==> config.mk <==
export PLATFORM = sky130hd
export DESIGN_NAME = scl_link
export DESIGN_NICKNAME = d
export VERILOG_FILES = /design/src/design/scl_pkg.sv /design/src/design/scl_link.sv
export SDC_FILE = /design/constraint.sdc
export NUM_CORES = 1
export LEC_CHECK = 0
export ABC_AREA = 0
export ABC_CLOCK_PERIOD_IN_PS = 4000
export BUFFER_PORTS_ARGS = -buffer_cell sky130_fd_sc_hd__buf_4
export CAP_MARGIN = 20
export CORE_MARGIN = 4
export CORE_UTILIZATION = 60
export DETAILED_ROUTE_END_ITERATION = 12
export PLACE_DENSITY_LB_ADDON = 0.05
export SETUP_SLACK_MARGIN = 0.15
export SLEW_MARGIN = 20
export SYNTH_ARGS = -nofsm -noshare
export SYNTH_HDL_FRONTEND = slang
export SYNTH_SLANG_ARGS = --single-unit
==> constraint.sdc <==
create_clock -name clk -period 4 [get_ports clk]
set_input_delay 0.4 -clock clk [delete_from_list [all_inputs] [get_ports clk]]
set_output_delay 0.4 -clock clk [all_outputs]
set_load 0.01 [all_outputs]
==> src/design/scl_pkg.sv <==
// ----------------------------------------------------------------------------
// Stereo sidechain link package
// Shared constants, register map and link mode codes.
// ----------------------------------------------------------------------------
package scl_pkg;

	localparam int CV_WIDTH_DEF     = 24;
	localparam int CV_FRAC_BITS_DEF = 16;
	localparam int GAIN_W           = 16;
	localparam int GAIN_FRAC        = 12;
	localparam int GAIN_RESET       = 4096;
	localparam int CEIL_RESET_VOLTS = 10;
	localparam int EPS_DIVISOR      = 100000;
	localparam int ADDR_W           = 5;
	localparam int DATA_W           = 32;

	typedef enum logic [1:0] {
		LINK_INDEP = 2'd0,
		LINK_MAX   = 2'd1,
		LINK_AVG   = 2'd2,
		LINK_MS    = 2'd3
	} link_mode_t;

	typedef enum logic [2:0] {
		REG_LINK_MODE  = 3'd0,
		REG_THR_LEFT   = 3'd1,
		REG_THR_RIGHT  = 3'd2,
		REG_BIAS_LEFT  = 3'd3,
		REG_BIAS_RIGHT = 3'd4,
		REG_GAIN       = 3'd5,
		REG_CEILING    = 3'd6,
		REG_KNEE_WIDTH = 3'd7
	} reg_idx_t;

endpackage

==> src/design/scl_link.sv <==
// ----------------------------------------------------------------------------
// Threshold, bias and link logic
// Three stages: floored threshold differences, biased effective values with
// saturation, and the stereo link combination.
// ----------------------------------------------------------------------------
module scl_link
	import scl_pkg::*;
#(
	parameter int W = CV_WIDTH_DEF
) (
	input  logic         clk,
	input  logic         arst_n,
	input  logic         en,
	input  logic         vld_in,
	input  logic [W-1:0] cv_l,
	input  logic [W-1:0] cv_r,
	input  link_mode_t   mode,
	input  logic [W-1:0] thr_l,
	input  logic [W-1:0] thr_r,
	input  logic [W-1:0] bias_l,
	input  logic [W-1:0] bias_r,
	output logic         vld_out,
	output logic [W-1:0] eff_l,
	output logic [W-1:0] eff_r,
	output logic [W-1:0] lnk_l,
	output logic [W-1:0] lnk_r
);

	logic         vld_s1, vld_s2, vld_s3;
	logic [W-1:0] dl_s1, dr_s1;
	logic [W:0]   dms_s1;
	logic [W-1:0] el_s2, er_s2;
	logic [W-1:0] el_s3, er_s3, ll_s3, lr_s3;

	logic [W:0]   sub_l, sub_r;
	logic [W:0]   sum_cv, sum_thr;
	logic [W+1:0] sub_ms;
	logic [W:0]   add_l, add_r;
	logic [W+2:0] add_ms;
	logic [W+1:0] half_ms;
	logic [W-1:0] sat_ms;
	logic [W:0]   pair_sum;

	assign sub_l   = {1'b0, cv_l} - {1'b0, thr_l};
	assign sub_r   = {1'b0, cv_r} - {1'b0, thr_r};
	assign sum_cv  = (W+1)'(cv_l) + (W+1)'(cv_r);
	assign sum_thr = (W+1)'(thr_l) + (W+1)'(thr_r);
	assign sub_ms  = {1'b0, sum_cv} - {1'b0, sum_thr};

	always_ff @(posedge clk) begin
		if (en) begin
			dl_s1  <= sub_l[W] ? '0 : sub_l[W-1:0];
			dr_s1  <= sub_r[W] ? '0 : sub_r[W-1:0];
			dms_s1 <= sub_ms[W+1] ? '0 : sub_ms[W:0];
		end
	end

	assign add_l   = (W+1)'(dl_s1) + (W+1)'(bias_l);
	assign add_r   = (W+1)'(dr_s1) + (W+1)'(bias_r);
	assign add_ms  = (W+3)'(dms_s1) + (W+3)'(bias_l) + (W+3)'(bias_r);
	assign half_ms = add_ms[W+2:1];
	assign sat_ms  = (|half_ms[W+1:W]) ? '1 : half_ms[W-1:0];

	always_ff @(posedge clk) begin
		if (en) begin
			if (mode == LINK_MS) begin
				el_s2 <= sat_ms;
				er_s2 <= sat_ms;
			end else begin
				el_s2 <= add_l[W] ? '1 : add_l[W-1:0];
				er_s2 <= add_r[W] ? '1 : add_r[W-1:0];
			end
		end
	end

	assign pair_sum = (W+1)'(el_s2) + (W+1)'(er_s2);

	always_ff @(posedge clk) begin
		if (en) begin
			el_s3 <= el_s2;
			er_s3 <= er_s2;
			case (mode)
				LINK_INDEP: begin
					ll_s3 <= el_s2;
					lr_s3 <= er_s2;
				end
				LINK_MAX: begin
					ll_s3 <= (el_s2 > er_s2) ? el_s2 : er_s2;
					lr_s3 <= (el_s2 > er_s2) ? el_s2 : er_s2;
				end
				LINK_AVG: begin
					ll_s3 <= pair_sum[W:1];
					lr_s3 <= pair_sum[W:1];
				end
				default: begin
					ll_s3 <= el_s2;
					lr_s3 <= el_s2;
				end
			endcase
		end
	end

	always_ff @(posedge clk or negedge arst_n) begin
		if (!arst_n) begin
			vld_s1 <= 1'b0;
			vld_s2 <= 1'b0;
			vld_s3 <= 1'b0;
		end else if (en) begin
			vld_s1 <= vld_in;
			vld_s2 <= vld_s1;
			vld_s3 <= vld_s2;
		end
	end

	assign vld_out = vld_s3;
	assign eff_l   = el_s3;
	assign eff_r   = er_s3;
	assign lnk_l   = ll_s3;
	assign lnk_r   = lr_s3;

endmodule

==> run_results.csv <==
group,metric,value,unit
grt,grt_overflow,0,
route,met3_wirelength,2720,um
timing,fin_crit,3820,ps
cells_and_area,fillers,2351,
die,design.core.area,31500,um^2
clock_tree,h-tree-depth,1,
clock_tree,clk_latency,510,ps
die,fp.dieW,187,um
critical_path,cp_data_arrival_time,4060,ps
grt,grt_pass1_wl,77200,um
timing,hold_viol,0,
critical_path,critPathMaxFanout,3,
timing,rsz0062_at_grt,"true",
power,powerDensity,539,nW/um^2
timing,max-slew-margin-rel,31.5,%
critical_path,reg2reg_from,"dms_s1[1]$_SDFFCE_PN0P_",
logic_synthesis,synth_edf_count,217,
route,wl,47200,um
critical_path,required,4250,ps
route,ant_nets,0,
logic_synthesis,synth.cell_area,19100,um^2
clock_tree,clkTransAtPathRegs,60,ps
critical_path,critPathCaptureType,"register",
grt,antenna_found_initial,11,
timing,fin_skew,8.79,ps
outcome,status,"complete, no violations",
run,cap_violations,0,
clock_tree,clock_path_buffers,3,
logic_synthesis,synth_nets,2395,
timing,setup_violations,0,
die,start_util,60.8,%
placement,hpwl,38900,um
logic_synthesis,ys_types,78,
timing,tns,0,ps
cells_and_area,fin_nets,2684,
die,dieHeight,187,um
die,rows,65,
logic_synthesis,syn_area_per_cell,9.72,um^2
placement,place.gp.congestion,0.929,
die,pin_count,247,
placement,place_inst,2633,
logic_synthesis,synth_top_area_share,34.1,%
timing,fin_crit_sh,95.4,%
clock_tree,root_buffer,"clkbuf_16",
logic_synthesis,syn_inst,1969,
logic_synthesis,ys_seq_area_share,34.5,%
critical_path,crit_type,"in -> reg",
critical_path,start_kind,"input pin",
min_path,worstHoldStart,"vld_in",
route,drt-pass1-iter-count,5,
route,wl_per_cell,17.6,um
timing,fmaxAchievable,262,MHz
logic_synthesis,ys_async_sr_fraction,1.36,%
route,drc,0,
route,wl_met2,22700,um
cells_and_area,utilization,71.9,%
cells_and_area,syn_to_final_growth,18.2,%
min_path,holdCritPathClass,"in -> reg",
logic_synthesis,ys.flop_type,"edfxtp_1",
route,vias_per_cell,5.80,
clock_tree,cts.sinks,220,
placement,port_buffers,246,
logic_synthesis,yosys_warnings,0,
route,via_count,15600,
timing,holdWs,154,ps
cells_and_area,finalNonFillerCells,2682,
timing,worstMarginPinSlew,1030,ps
timing,final_max_slew_viol_count,0,
power,irDropWorstVdd,276,uV
die,dieArea,34800,um^2
logic_synthesis,synth_area_leader_cell,"edfxtp_1",
grt,first_global_vias,15600,
clock_tree,cts_made_buffers,23,
grt,grt_max_degree,80,
critical_path,crit_path_start,"cv_l[0]",
route,met1_length,20500,um
route,top_layer_used,"met5",
logic_synthesis,yosys-top-cells-area,"edfxtp_1 34%, ha_1 13%, fa_1 8.1%",
route,first_iter_violations,1107,
cells_and_area,layout-drive-gt1-share,19.0,%
grt,grtUsageTotal,26.4,%
clock_tree,cts_tree,"yes",
power,leakage,0.0102,uW
logic_synthesis,synth_seq_cells,220,
==> worst max-delay path, cell delays in order <==
cell,delay [ps]
buf_4,120
fa_1,530
inv_1,50
fa_1,420
inv_1,60
ha_1,150
inv_1,50
fa_1,400
nor2b_2,150
o21a_1,140
o21ai_1,100
a2111oi_2,480
buf_4,180
nor3_1,60
a211oi_1,250
buf_4,170
nor2_1,70
a21boi_1,210
a2111oi_2,70
==> sequential cells by signal (all words and copies together), names as in the netlist <==
register	cells
eff_r	24
er_s2	24
eff_l	24
vld_s1	1
lnk_l	24
dr_s1	24
dl_s1	24
vld_out	1
el_s2	24
lnk_r	24
dms_s1	25
vld_s2	1
==> repair_timing <==
action                                  CTS  global route
buffers inserted                          0             1
gates resized for setup                   2             5
hold buffers                              1             0
pin swaps                                 0             1
endpoints found under the setup margin    5             3
hold endpoints to repair                  3             0
==> final timing paths <==
check	to	slack [ps]	cells after the start
setup / recovery	dms_s1[22]$_SDFFCE_PN0P_	180	19
setup reg to reg	er_s2[17]$_DFFE_PP_	350	13
min in group asynchronous	vld_s2$_DFFE_PN0P_	230	2
hold reg to reg	vld_out$_DFFE_PN0P_	530	1
max in group asynchronous	vld_out$_DFFE_PN0P_	3680	2
hold / removal	vld_s1$_DFFE_PN0P_	150	2
==> logic make-up (layout without fill, tap and decap cells) <==
group / count (synthesis) / after routing / share of synthesized area, %
buffers and inverters: 271 / 575 / 5.60
AO/OA/AOI/OAI: 556 / 556 / 19.4
flip-flops: 220 / 220 / 34.5
XOR/XNOR: 122 / 122 / 5.59
multiplexers: 29 / 29 / 1.65
other: 0 / 7 / 0
AND/OR/NAND/NOR: 495 / 495 / 12.2
adder cells (fa/ha/maj): 276 / 276 / 21.1
==> layout make-up <==
cell class / instances / area (um^2) / area share, %
timing repair buffer: 308 / 2410 / 10.6
tap: 402 / 503 / 2.22
multi-input combinational: 1478 / 11500 / 50.8
clock buffer: 24 / 579 / 2.56
clock inverter: 16 / 183 / 0.808
antenna: 7 / 17.5 / 0.0774
inverter: 227 / 852 / 3.77
sequential: 220 / 6590 / 29.1
==> power by group <==
group	internal (uW)	switching, uW	total [uW]	leakage (uW)
combinational	2940	3540	6490	0.00771
clock	1260	871	2130	0.000368
sequential	3220	358	3580	0.00211
total	7420	4770	12200	0.0102
==> synthesized netlist by cell type (7+ instances only) <==
cell type  instances
inv_1            227
edfxtp_1         217
ha_1             199
nor2_1           193
a21oi_1          166
nand2_1           92
fa_1              77
o21ai_0           71
a21o_1            70
xnor2_1           67
xor2_1            55
nor3_1            40
a31oi_1           37
nand3_1           32
a21oi_2           30
nor2b_1           29
clkbuf_1          27
o21a_1            27
a211oi_1          25
nand2b_1          24
mux2_2            20
and3_1            19
o21bai_1          17
a22oi_1           13
nand4_1           11
a2bb2oi_1         10
buf_2             10
nor2_2            10
o31ai_1           10
or3_1             10
mux2i_1            9
o211ai_1           8
or2_2              7
==> routing by layer <==
layer	vias up	global-route usage (%)
met4	8	8.02
li1	7624	-
met2	567	46.0
met1	7267	34.9
met5	-	0
met3	94	3.37
==> stage by stage <==
| step | cell area [um^2] | setup slack [ps] | total power (uW) |
|---|---|---|---|
| 3_3_place_gp | 21800 | -458 | 9800 |
| 4_1_cts | 22600 | 171 | 12200 |
| 2_1_floorplan | 19100 | 146 | 8090 |
| 6_report | 22600 | 184 | 12200 |
| 3_5_place_dp | 21800 | -591 | 9980 |
| 5_1_grt | 22600 | 137 | 13100 |
==> layout by cell type, fill, tap and decap left out, types with 25 or more instances in the layout <==
cell / count
a211oi_1: 25
a21oi_2: 30
o21ai_0: 70
edfxtp_1: 217
nor3_1: 40
a21oi_1: 166
nor2b_1: 28
nor2_1: 193
a31oi_1: 37
nand2_1: 92
xor2_1: 55
ha_1: 199
o21a_1: 27
xnor2_1: 67
inv_1: 227
a21o_1: 70
nand3_1: 32
buf_4: 299
fa_1: 77
No activity file was read; power rests on OpenSTA's default activity.
